--- src/hdl/cdf_pkg.sv ---
// Shared types and constants for the CRC16 packet deframer.
`timescale 1ns / 1ps
`default_nettype none

package cdf_pkg;

    localparam logic [7:0]  START_MARK = 8'h01;
    localparam logic [7:0]  COLON_MARK = 8'h3A;
    localparam logic [7:0]  END_MARK   = 8'h17;
    localparam logic [15:0] CRC_POLY   = 16'h8D95;
    localparam logic [15:0] CRC_INIT   = 16'hFFFF;
    localparam logic [9:0]  MIN_BUFFER = 10'd7;
    localparam logic [8:0]  POS_MAX    = 9'd511;

    typedef enum logic [1:0] {
        ST_OK        = 2'd0,
        ST_SHORT     = 2'd1,
        ST_MALFORMED = 2'd2,
        ST_CRC_FAIL  = 2'd3
    } t_status;

    // One buffered input byte.
    typedef struct packed {
        logic [7:0] rx_byte;
        logic       last_byte;
    } t_rx_item;

endpackage

`default_nettype wire

--- src/hdl/cdf_crc_byte.sv ---
// Reflected CRC16 update by one byte, eight bit steps unrolled.
`timescale 1ns / 1ps
`default_nettype none

module cdf_crc_byte (
    input  wire logic [15:0] i_crc,
    input  wire logic [7:0]  i_data,
    output logic      [15:0] o_crc
);

    always_comb begin
        logic [15:0] v_crc;
        v_crc = i_crc ^ {8'h00, i_data};
        for (int k = 0; k < 8; k++) begin
            if (v_crc[0]) begin
                v_crc = (v_crc >> 1) ^ cdf_pkg::CRC_POLY;
            end else begin
                v_crc = v_crc >> 1;
            end
        end
        o_crc = v_crc;
    end

endmodule

`default_nettype wire

--- src/hdl/cdf_parser.sv ---
// Frame state tracking, status decision and result register.
`timescale 1ns / 1ps
`default_nettype none

module cdf_parser (
    input  wire logic              i_clk,
    input  wire logic              i_rst_n,
    input  wire logic              i_item_valid,
    input  wire cdf_pkg::t_rx_item i_item,
    output logic                   o_take,
    output logic                   o_out_valid,
    input  wire logic              i_out_ready,
    output logic                   o_payload_valid,
    output logic       [7:0]       o_payload_byte,
    output logic       [7:0]       o_payload_index,
    output logic                   o_done_res,
    output logic       [1:0]       o_status,
    output logic       [7:0]       o_payload_length
);

    logic [8:0]  r_pos, n_pos;
    logic [7:0]  r_len, n_len;
    logic        r_hdr_bad, n_hdr_bad;
    logic [15:0] r_crc, n_crc;
    logic [7:0]  r_crc_lo, n_crc_lo;
    logic        r_crc_bad, n_crc_bad;
    logic        r_end_bad, n_end_bad;

    logic        r_out_valid;
    logic        r_pv, n_pv;
    logic [7:0]  r_pb, n_pb;
    logic [7:0]  r_pi, n_pi;
    logic        r_done, n_done;
    logic [1:0]  r_status, n_status;
    logic [7:0]  r_plen, n_plen;

    logic [15:0] w_crc_next;
    logic [9:0]  w_pos_ext;
    logic [9:0]  w_len_ext;
    logic [9:0]  w_count;
    logic [8:0]  w_idx;

    cdf_crc_byte u_crc (
        .i_crc  (r_crc),
        .i_data (i_item.rx_byte),
        .o_crc  (w_crc_next)
    );

    assign o_take    = i_item_valid && (!r_out_valid || i_out_ready);
    assign w_pos_ext = {1'b0, r_pos};
    assign w_len_ext = {2'b00, r_len};
    assign w_idx     = r_pos - 9'd3;
    assign w_count   = w_pos_ext + 10'd1;

    always_comb begin
        cdf_pkg::t_status v_st;
        n_pos     = r_pos;
        n_len     = r_len;
        n_hdr_bad = r_hdr_bad;
        n_crc     = r_crc;
        n_crc_lo  = r_crc_lo;
        n_crc_bad = r_crc_bad;
        n_end_bad = r_end_bad;
        n_pv      = 1'b0;
        n_pb      = 8'h00;
        n_pi      = 8'h00;
        n_done    = 1'b0;
        n_status  = cdf_pkg::ST_OK;
        n_plen    = 8'h00;
        v_st      = cdf_pkg::ST_OK;

        if (r_pos == 9'd0) begin
            if (i_item.rx_byte != cdf_pkg::START_MARK) n_hdr_bad = 1'b1;
        end else if (r_pos == 9'd1) begin
            n_len = i_item.rx_byte;
        end else if (r_pos == 9'd2) begin
            if (i_item.rx_byte != cdf_pkg::COLON_MARK) n_hdr_bad = 1'b1;
        end else if (w_pos_ext < w_len_ext + 10'd3) begin
            n_crc = w_crc_next;
            if (!r_hdr_bad) begin
                n_pv = 1'b1;
                n_pb = i_item.rx_byte;
                n_pi = w_idx[7:0];
            end
        end else if (w_pos_ext == w_len_ext + 10'd3) begin
            n_crc_lo = i_item.rx_byte;
        end else if (w_pos_ext == w_len_ext + 10'd4) begin
            n_crc_bad = ({i_item.rx_byte, r_crc_lo} != r_crc);
        end else if (w_pos_ext == w_len_ext + 10'd5) begin
            n_end_bad = (i_item.rx_byte != cdf_pkg::END_MARK);
        end

        if (r_pos < cdf_pkg::POS_MAX) n_pos = r_pos + 9'd1;

        if (i_item.last_byte) begin
            n_done = 1'b1;
            // checks in priority order
            if (w_count < cdf_pkg::MIN_BUFFER) begin
                v_st = cdf_pkg::ST_SHORT;
            end else if (n_hdr_bad) begin
                v_st = cdf_pkg::ST_MALFORMED;
            end else if (w_count < {2'b00, n_len} + 10'd6) begin
                v_st = cdf_pkg::ST_MALFORMED;
            end else if (n_crc_bad) begin
                v_st = cdf_pkg::ST_CRC_FAIL;
            end else if (n_end_bad) begin
                v_st = cdf_pkg::ST_MALFORMED;
            end else begin
                v_st   = cdf_pkg::ST_OK;
                n_plen = n_len;
            end
            n_status = v_st;
            // back to idle for the next buffer
            n_pos     = 9'd0;
            n_len     = 8'h00;
            n_hdr_bad = 1'b0;
            n_crc     = cdf_pkg::CRC_INIT;
            n_crc_lo  = 8'h00;
            n_crc_bad = 1'b0;
            n_end_bad = 1'b0;
        end
    end

    always_ff @(posedge i_clk) begin
        if (!i_rst_n) begin
            r_pos       <= 9'd0;
            r_len       <= 8'h00;
            r_hdr_bad   <= 1'b0;
            r_crc       <= cdf_pkg::CRC_INIT;
            r_crc_lo    <= 8'h00;
            r_crc_bad   <= 1'b0;
            r_end_bad   <= 1'b0;
            r_out_valid <= 1'b0;
        end else begin
            if (o_take) begin
                r_pos     <= n_pos;
                r_len     <= n_len;
                r_hdr_bad <= n_hdr_bad;
                r_crc     <= n_crc;
                r_crc_lo  <= n_crc_lo;
                r_crc_bad <= n_crc_bad;
                r_end_bad <= n_end_bad;
            end
            r_out_valid <= o_take || (r_out_valid && !i_out_ready);
        end
    end

    always_ff @(posedge i_clk) begin
        if (o_take) begin
            r_pv     <= n_pv;
            r_pb     <= n_pb;
            r_pi     <= n_pi;
            r_done   <= n_done;
            r_status <= n_status;
            r_plen   <= n_plen;
        end
    end

    assign o_out_valid      = r_out_valid;
    assign o_payload_valid  = r_pv;
    assign o_payload_byte   = r_pb;
    assign o_payload_index  = r_pi;
    assign o_done_res       = r_done;
    assign o_status         = r_status;
    assign o_payload_length = r_plen;

endmodule

`default_nettype wire

--- src/hdl/crc16_packet_deframer.sv ---
// Top level of the CRC16 length-prefixed packet deframer.
//
//  channel  direction  handshake                    payload
//  input    in         i_in_valid / o_in_ready      i_rx_byte, i_last_byte
//  result   out        o_out_valid / i_out_ready    o_payload_valid, o_payload_byte,
//                                                   o_payload_index, o_done_res,
//                                                   o_status, o_payload_length
//
// One byte per cycle sustained while the result side is ready; each byte passes
// through the input register, then the result register after the parse and CRC step.
// Every byte yields exactly one result. Reset (synchronous, active low) empties
// both registers and returns the frame state to idle. When the result side
// stalls, the input register holds one byte and then ready drops.
`timescale 1ns / 1ps
`default_nettype none

module crc16_packet_deframer (
    input  wire logic       i_clk,
    input  wire logic       i_rst_n,
    input  wire logic       i_in_valid,
    output logic            o_in_ready,
    input  wire logic [7:0] i_rx_byte,
    input  wire logic       i_last_byte,
    output logic            o_out_valid,
    input  wire logic       i_out_ready,
    output logic            o_payload_valid,
    output logic      [7:0] o_payload_byte,
    output logic      [7:0] o_payload_index,
    output logic            o_done_res,
    output logic      [1:0] o_status,
    output logic      [7:0] o_payload_length
);

    logic              r_in_valid;
    cdf_pkg::t_rx_item r_in_item;
    logic              w_take;

    assign o_in_ready = !r_in_valid || w_take;

    always_ff @(posedge i_clk) begin
        if (!i_rst_n) begin
            r_in_valid <= 1'b0;
        end else if (o_in_ready) begin
            r_in_valid <= i_in_valid;
        end
    end

    always_ff @(posedge i_clk) begin
        if (o_in_ready && i_in_valid) begin
            r_in_item.rx_byte   <= i_rx_byte;
            r_in_item.last_byte <= i_last_byte;
        end
    end

    cdf_parser u_parser (
        .i_clk            (i_clk),
        .i_rst_n          (i_rst_n),
        .i_item_valid     (r_in_valid),
        .i_item           (r_in_item),
        .o_take           (w_take),
        .o_out_valid      (o_out_valid),
        .i_out_ready      (i_out_ready),
        .o_payload_valid  (o_payload_valid),
        .o_payload_byte   (o_payload_byte),
        .o_payload_index  (o_payload_index),
        .o_done_res       (o_done_res),
        .o_status         (o_status),
        .o_payload_length (o_payload_length)
    );

endmodule

`default_nettype wire

--- config.mk ---
export PLATFORM = sky130hd
export DESIGN_NAME = crc16_packet_deframer
export DESIGN_NICKNAME = d
export VERILOG_FILES = /design/src/hdl/cdf_pkg.sv /design/src/hdl/cdf_crc_byte.sv /design/src/hdl/cdf_parser.sv /design/src/hdl/crc16_packet_deframer.sv
export SDC_FILE = /design/constraint.sdc
export NUM_CORES = 1
export LEC_CHECK = 0
export BUFFER_PORTS_ARGS = -buffer_cell sky130_fd_sc_hd__buf_2
export CAP_MARGIN = 10
export CORE_MARGIN = 2
export CORE_UTILIZATION = 55
export DETAILED_ROUTE_END_ITERATION = 16
export GPL_TIMING_DRIVEN = 1
export PLACE_DENSITY = 0.74
export SLEW_MARGIN = 20
export SYNTH_ARGS = -nofsm -noshare
export SYNTH_HDL_FRONTEND = slang
export SYNTH_HIERARCHICAL = 1
export SYNTH_SLANG_ARGS = --single-unit
--- constraint.sdc ---
create_clock -name i_clk -period 4.45 [get_ports i_clk]
set_clock_uncertainty 0.1 [all_clocks]
set_input_delay 0.89 -clock i_clk [delete_from_list [all_inputs] [get_ports i_clk]]
set_output_delay 0.89 -clock i_clk [all_outputs]
set_load 0.01 [all_outputs]
==> metrics.txt, run 1 <==
Final nets 651; crit path kind reg2reg; hold_buf cts 0; Max Fclk 0.237 GHz; Final WS setup 0.239 ns; routed via count 4440; die height 104 um; initial DRC count 373; Worst VDD drop 0.234 mV; most frequent cells after synthesis 49 x xnor2_1, 46 x dfxtp_1, 44 x xor2_1; count leader, synth xnor2_1; Initial Util 56.5%; Synth Area in XOR/XNOR 18.2%; clock-pin slew on the worst setup and hold paths 0.09 ns; dominant cells by area after synthesis edfxtp_1 20%, dfxtp_1 17%, xnor2_1 7.8%, xor2_1 7.0%, ha_1 5.9%; wirelength, routed 13.3 mm; reg2reg start u_parser/r_pos[2]; vias per std cell 5.92; Async SR Flop Fraction 0%; Final setup viols 0; CTS tree built; share of cells above drive strength 1 15.1%; global-route wire length before repair 21.2 mm; diode count 0; largest net degree at the start of global routing 47; Fin Hold WS 0.392 ns; CP startpoint kind register; sequential-to-total area share from yosys stat 36.8%; synthesized cell area 5520 sq um; CTS Buf Count 9; Slew @ Worst Pin 1.01 ns; Primary FF master, synth dfxtp_1; CTS sink count 83; worst hold-check path type reg2reg; relative slew slack 32.5%; flops & latches, synth 83; Req. time, crit path 4.47 ns; GRT overflow 0; synth-to-layout area growth 9.49%; Max Slew Vio Count 0; area of the core 9770 sq um; die footprint 10900 sq um; PD cells 301 nW/um^2; First-pass DRT Iterations 5; Adder-Cell Fraction of Synth Area 6.07%; RR Endpoint u_parser/o_status[0]; DP HPWL 9.39 mm; setup_tns 0 ns; DR DRC count 0; vias in the first global route 4184; R2R depth 15; Synth top area share 20.1%; outcome completed; clk buf depth 2; crit path DAT 4.23 ns; DRT antenna net count 0; Final Wtd Congestion 0.970; mean routed wirelength per cell 17.7 um; mux contribution to synthesized area 1.65%; syn_area_per_cell 9.49 sq um; worst-path maximum fanout 5; Synth area leader edfxtp_1; Post-Synth Simple-Gate Area 21.2%; Setup WS pre-CTS 0.196 ns; RSZ-0062 raised after global routing false; Post-Syn Instances 582; Die Width 104 um; r2r setup slk 0.24 ns; main combinational cell family by area after synthesis simple AND/OR/NAND/NOR gates; Top-Level Pins 43; Root Driver clkbuf_8; syn_nets 621; Ys Warns 6; Final Hold Fails 0; initial antenna violation count 0; IO Port Bufs 42; Leak 2.27 nW; post-synthesis cell type count 63; post-synthesis compound-gate area fraction 12.0%; Setup crit end kind register; max-cap violation count 0; Skew-Pair Late Insertion Delay 0.38 ns; Critical Path Start u_parser/r_pos[2]; gr usage total 24.6%; Critical Path End u_parser/o_status[0]; # H-tree levels 3; row count 36; EDFF count, synth 37; Period Utilization, post-route 94.6%; Tmin final 4.21 ns
==> metrics by stage <==
| stage | total power, W | instances | util, % | area [sq um] |
|---|---|---|---|---|
| floorplan | 0.00117 | 582 | - | 5520 |
| global placement | 0.00124 | 733 | 59.6 | 5820 |
| detailed placement | 0.00125 | 733 | 59.6 | 5820 |
| CTS | 0.00182 | 749 | 61.7 | 6030 |
| global route | 0.00191 | 750 | 61.9 | 6050 |
| finish | 0.00182 | 750 | 61.9 | 6050 |
==> worst min path at each step <==
stage / startpoint / end / slack, ns / cells after the start
3_3_place_gp: u_parser/r_end_bad / u_parser/r_end_bad / 0.37 / 2
5_1_grt: u_parser/r_crc_lo[4] / u_parser/r_crc_lo[4] / 0.43 / 2
4_1_cts: u_parser/r_crc_bad / u_parser/r_crc_bad / 0.39 / 2
3_5_place_dp: u_parser/r_crc_bad / u_parser/r_crc_bad / 0.38 / 2
2_1_floorplan: r_in_item[0] / u_parser/o_done_res / 0.32 / 0
6_report: u_parser/r_crc_bad / u_parser/r_crc_bad / 0.39 / 2
==> cell families (layout without fill, tap and decap cells) <==
logic type / Yosys count / after routing
buf+inv: 52 / 87
fa+ha+maj: 27 / 27
mux: 9 / 9
xor+xnor: 102 / 102
simple gates: 206 / 206
compound gates: 103 / 103
flops: 83 / 83
==> repair_timing <==
action                     CTS  global route
setup buffers                0             1
gates resized for setup      0             2
setup endpoints to repair    0            10
==> state kept, by name, indices dropped and copies added, names as in the netlist <==
register / cells
u_parser/r_crc: 16
r_in_item: 9
u_parser/r_pos: 9
u_parser/o_payload_byte: 8
u_parser/o_payload_index: 8
u_parser/o_payload_length: 8
u_parser/r_crc_lo: 8
u_parser/r_len: 8
u_parser/o_status: 2
r_in_valid: 1
u_parser/o_done_res: 1
u_parser/o_out_valid: 1
u_parser/o_payload_valid: 1
u_parser/r_crc_bad: 1
u_parser/r_end_bad: 1
u_parser/r_hdr_bad: 1
==> routing by layer <==
metal	track usage, %	vias up	share of wire [%]	wire length [um]
li1	-	2118	-	-
met1	35.1	2103	46	6150
met2	37.4	194	45	5930
met3	5.58	25	7.1	937
met4	7.14	0	1.8	245
met5	0	-	0	0
==> worst max-delay path, cell delays in order, from the launching register on <==
cell and delay, ns:
dfxtp_1 0.32, or4_4 0.58, nor4b_4 0.28, buf_4 0.18
mux2i_2 0.37, ha_1 0.27, nor3_1 0.09, xor2_1 0.16
ha_1 0.34, nand4_1 0.13, nor2_1 0.07, a221o_1 0.30
o21ai_0 0.18, o2111ai_1 0.19, and3_1 0.22, a22o_1 0.20
==> power by group <==
group | internal (W) | switching [W]
clock network | 0.000281 | 0.000298
logic | 0.000177 | 0.000187
registers | 0.000832 | 0.0000420
total | 0.00129 | 0.000527
==> final cells by class <==
class | instances | area [sq um]
Clock buffer | 10 | 138
Clock inverter | 6 | 70.1
Fill cell | 855 | 3730
Inverter | 15 | 56.3
Multi-Input combinational cell | 447 | 3270
Sequential cell | 83 | 2030
Tap cell | 133 | 166
Timing Repair Buffer | 56 | 315
==> cell usage in the layout (no fill, tap or decap), types with 4 or more instances in the layout <==
cell	netlist	layout
a21o_1	4	4
xnor2_2	4	4
buf_2	12	42
xor2_1	44	44
nor3_1	27	27
inv_1	14	14
mux2i_1	8	6
a21oi_1	13	13
nand4_1	4	4
nor2b_1	27	27
dfxtp_1	46	46
a21boi_0	14	14
clkbuf_8	0	10
nor4_1	18	18
edfxtp_1	37	37
xnor2_1	49	49
a31oi_1	9	9
o21ai_0	29	29
o22ai_1	4	4
nand2b_1	13	13
nor3b_1	5	5
nor2_1	24	24
and2_1	19	19
nand3_1	27	27
buf_4	1	14
o21ai_1	7	7
ha_1	26	26
nand2_1	21	21
a22oi_1	7	7
and3_1	6	6
(Power assumes the default switching activity.)
==> run 2, diff against run 1 <==
GPL_TIMING_DRIVEN = 0   (was 1)
==> metrics.txt, run 2 (synthesis results as in run 1) <==
power share of the sequential group 48.6% (+0.5 points); vias in the first global route 4303 (+2.8%); clock-pin slew on the worst setup and hold paths 0.09 ns (about the same); Die Width 104 um (unchanged); Period Utilization, post-route 97.3% (+2.7 points); # H-tree levels 3 (unchanged); Net Sw Frac 29.9% (+0.97 points); max-cap violation count 0 (unchanged); initial antenna violation count 0 (unchanged); CTS tree built; row count 36 (unchanged); Clock power frac 29.6% (-2.3 points); crit path DAT 4.36 ns (+0.13 ns); DP HPWL 9.98 mm (+6.2%); Worst VDD drop 0.191 mV (-18%); most used cell, CP buf_6; max FFs per register 16 (unchanged); DR DRC count 0 (unchanged); Max Slew Vio Count 0 (unchanged); Leak 2.34 nW (+3.0%); CTS Buf Count 9 (unchanged); diode count 0 (unchanged); Psw 0.000533 W (+1.2%); Initial Util 56.5% (unchanged); commonest non-fill, non-tap cells in the layout 55 x buf_2, 49 x xnor2_1, 46 x dfxtp_1; routed via count 4594 (+3.5%); Critical Path Max Stage Delay 0.58 ns (about the same); Final setup viols 0 (unchanged); slowest CP cell or4_4; Slew @ Worst Pin 0.764 ns (-0.248 ns); share of cells above drive strength 1 16.4% (+1.3 points); Setup crit end kind register; Post-DP Area 5900 sq um (+1.3%); Largest regs u_parser/r_crc (16), r_in_item (9), u_parser/r_pos (9); PD cells 288 nW/um^2 (-4.3%); gr usage total 26.2% (+1.6 points); CTS sink count 83 (unchanged); fill cell count 841 (-1.6%); most common cell after layout, fill and taps aside buf_2; First-pass DRT Iterations 6 (+1); cell area after layout 6190 sq um (+2.3%); crit path kind reg2reg; worst hold-check path type reg2reg; Fin Hold WS 0.366 ns (-0.0252 ns); CP delay by family, top simple AND/OR/NAND/NOR gates; GRT overflow 0 (unchanged); DRT antenna net count 0 (unchanged); relative slew slack 48.7% (+16 points); Final nets 681 (+4.6%); wirelength, routed 14.1 mm (+6.3%); global-route wire length before repair 22.3 mm (+5.0%); Top-Level Pins 43 (unchanged); setup_tns 0 ns (unchanged); largest net degree at the start of global routing 38 (-19%); die height 104 um (unchanged); Pint 0.00125 W (-3.4%); Finished Core Util 63.3% (+1.4 points); r2r setup slk 0.12 ns (-0.12 ns); vias per std cell 5.89 (-0.51%); Final Wtd Congestion 0.924 (-4.7%); outcome completed; CP cell instances buf_6, or4_4, nor4b_4, buf_6, mux2i_4, a21oi_2, and2_1, xor2_1, ha_1, nand4_1, nor2_1, a221o_1, o21ai_1, o2111ai_2, and3_1, a22o_1; initial DRC count 430 (+15%); WP buf/inv 2 (+1); worst-path maximum fanout 7 (+2); Final Hold Fails 0 (unchanged); Gate power share 21.8% (+1.8 points); Reg with most FFs u_parser/r_crc; IO Port Bufs 42 (unchanged); synth-to-layout area growth 12.0%; Skew-Pair Late Insertion Delay 0.37 ns (about the same); Root Driver clkbuf_8; area of the core 9770 sq um (unchanged); Tmin final 4.33 ns (+0.119 ns); clk buf depth 2 (unchanged); hold_buf cts 0 (unchanged); Max Fclk 0.231 GHz (-2.8%); die footprint 10900 sq um (unchanged); mean routed wirelength per cell 18.1 um (+2.3%); CP startpoint kind register; Req. time, crit path 4.48 ns (about the same)
-- run 2: worst paths after layout --
| path | start | end | depth (start not counted) |
|---|---|---|---|
| max | u_parser/r_pos[2] | u_parser/o_status[0] | 16 |
| min | r_in_item[0] | u_parser/o_done_res | 0 |
| max reg2reg | u_parser/r_pos[2] | u_parser/o_status[0] | 16 |
| min reg2reg | r_in_item[0] | u_parser/o_done_res | 0 |
-- run 2: through the flow --
| step | std cells | setup WS (ns) | power (W) |
|---|---|---|---|
| after detailed placement | 757 | -0.151 | 0.00125 |
| after CTS | 773 | 0.0646 | 0.00177 |
| after floorplan | 582 | 0.455 | 0.00117 |
| after global placement | 757 | -0.122 | 0.00125 |
| final | 780 | 0.120 | 0.00178 |
| after global routing | 780 | -0.0335 | 0.00186 |
-- run 2: final cells by class --
cell class,count,area [sq um],share of cell area (%)
multi-input cells,447,3310,53.5
plain buffers,37,173,2.79
well taps,133,166,2.69
clock buffers,11,151,2.45
repair buffers,49,260,4.21
flip-flops and latches,83,2030,32.8
clock inverters,5,33.8,0.546
inverters,15,57.6,0.930
-- run 2: layer usage --
metal / global-route usage (%) / routed length [um] / vias up
li1: - / - / 2172
met1: 36.6 / 6190 / 2145
met2: 39.8 / 6280 / 248
met3: 6.08 / 1330 / 29
met4: 9.56 / 303 / 0
met5: 0 / 0 / -
-- run 2: power groups by stage --
stage	logic, W	clock network [W]	registers, W
after global placement	0.000365	0	0.000880
after global routing	0.000413	0.000573	0.000869
after detailed placement	0.000373	0	0.000881
final	0.000387	0.000528	0.000865
after floorplan	0.000289	0	0.000881
after CTS	0.000378	0.000531	0.000864
-- run 2: timing repair --
item / CTS / global route
cloned: 0 / 1
pin swaps: 0 / 1
setup buffers: 0 / 6
resized for setup: 4 / 6
endpoints found under the setup margin: 10 / 10
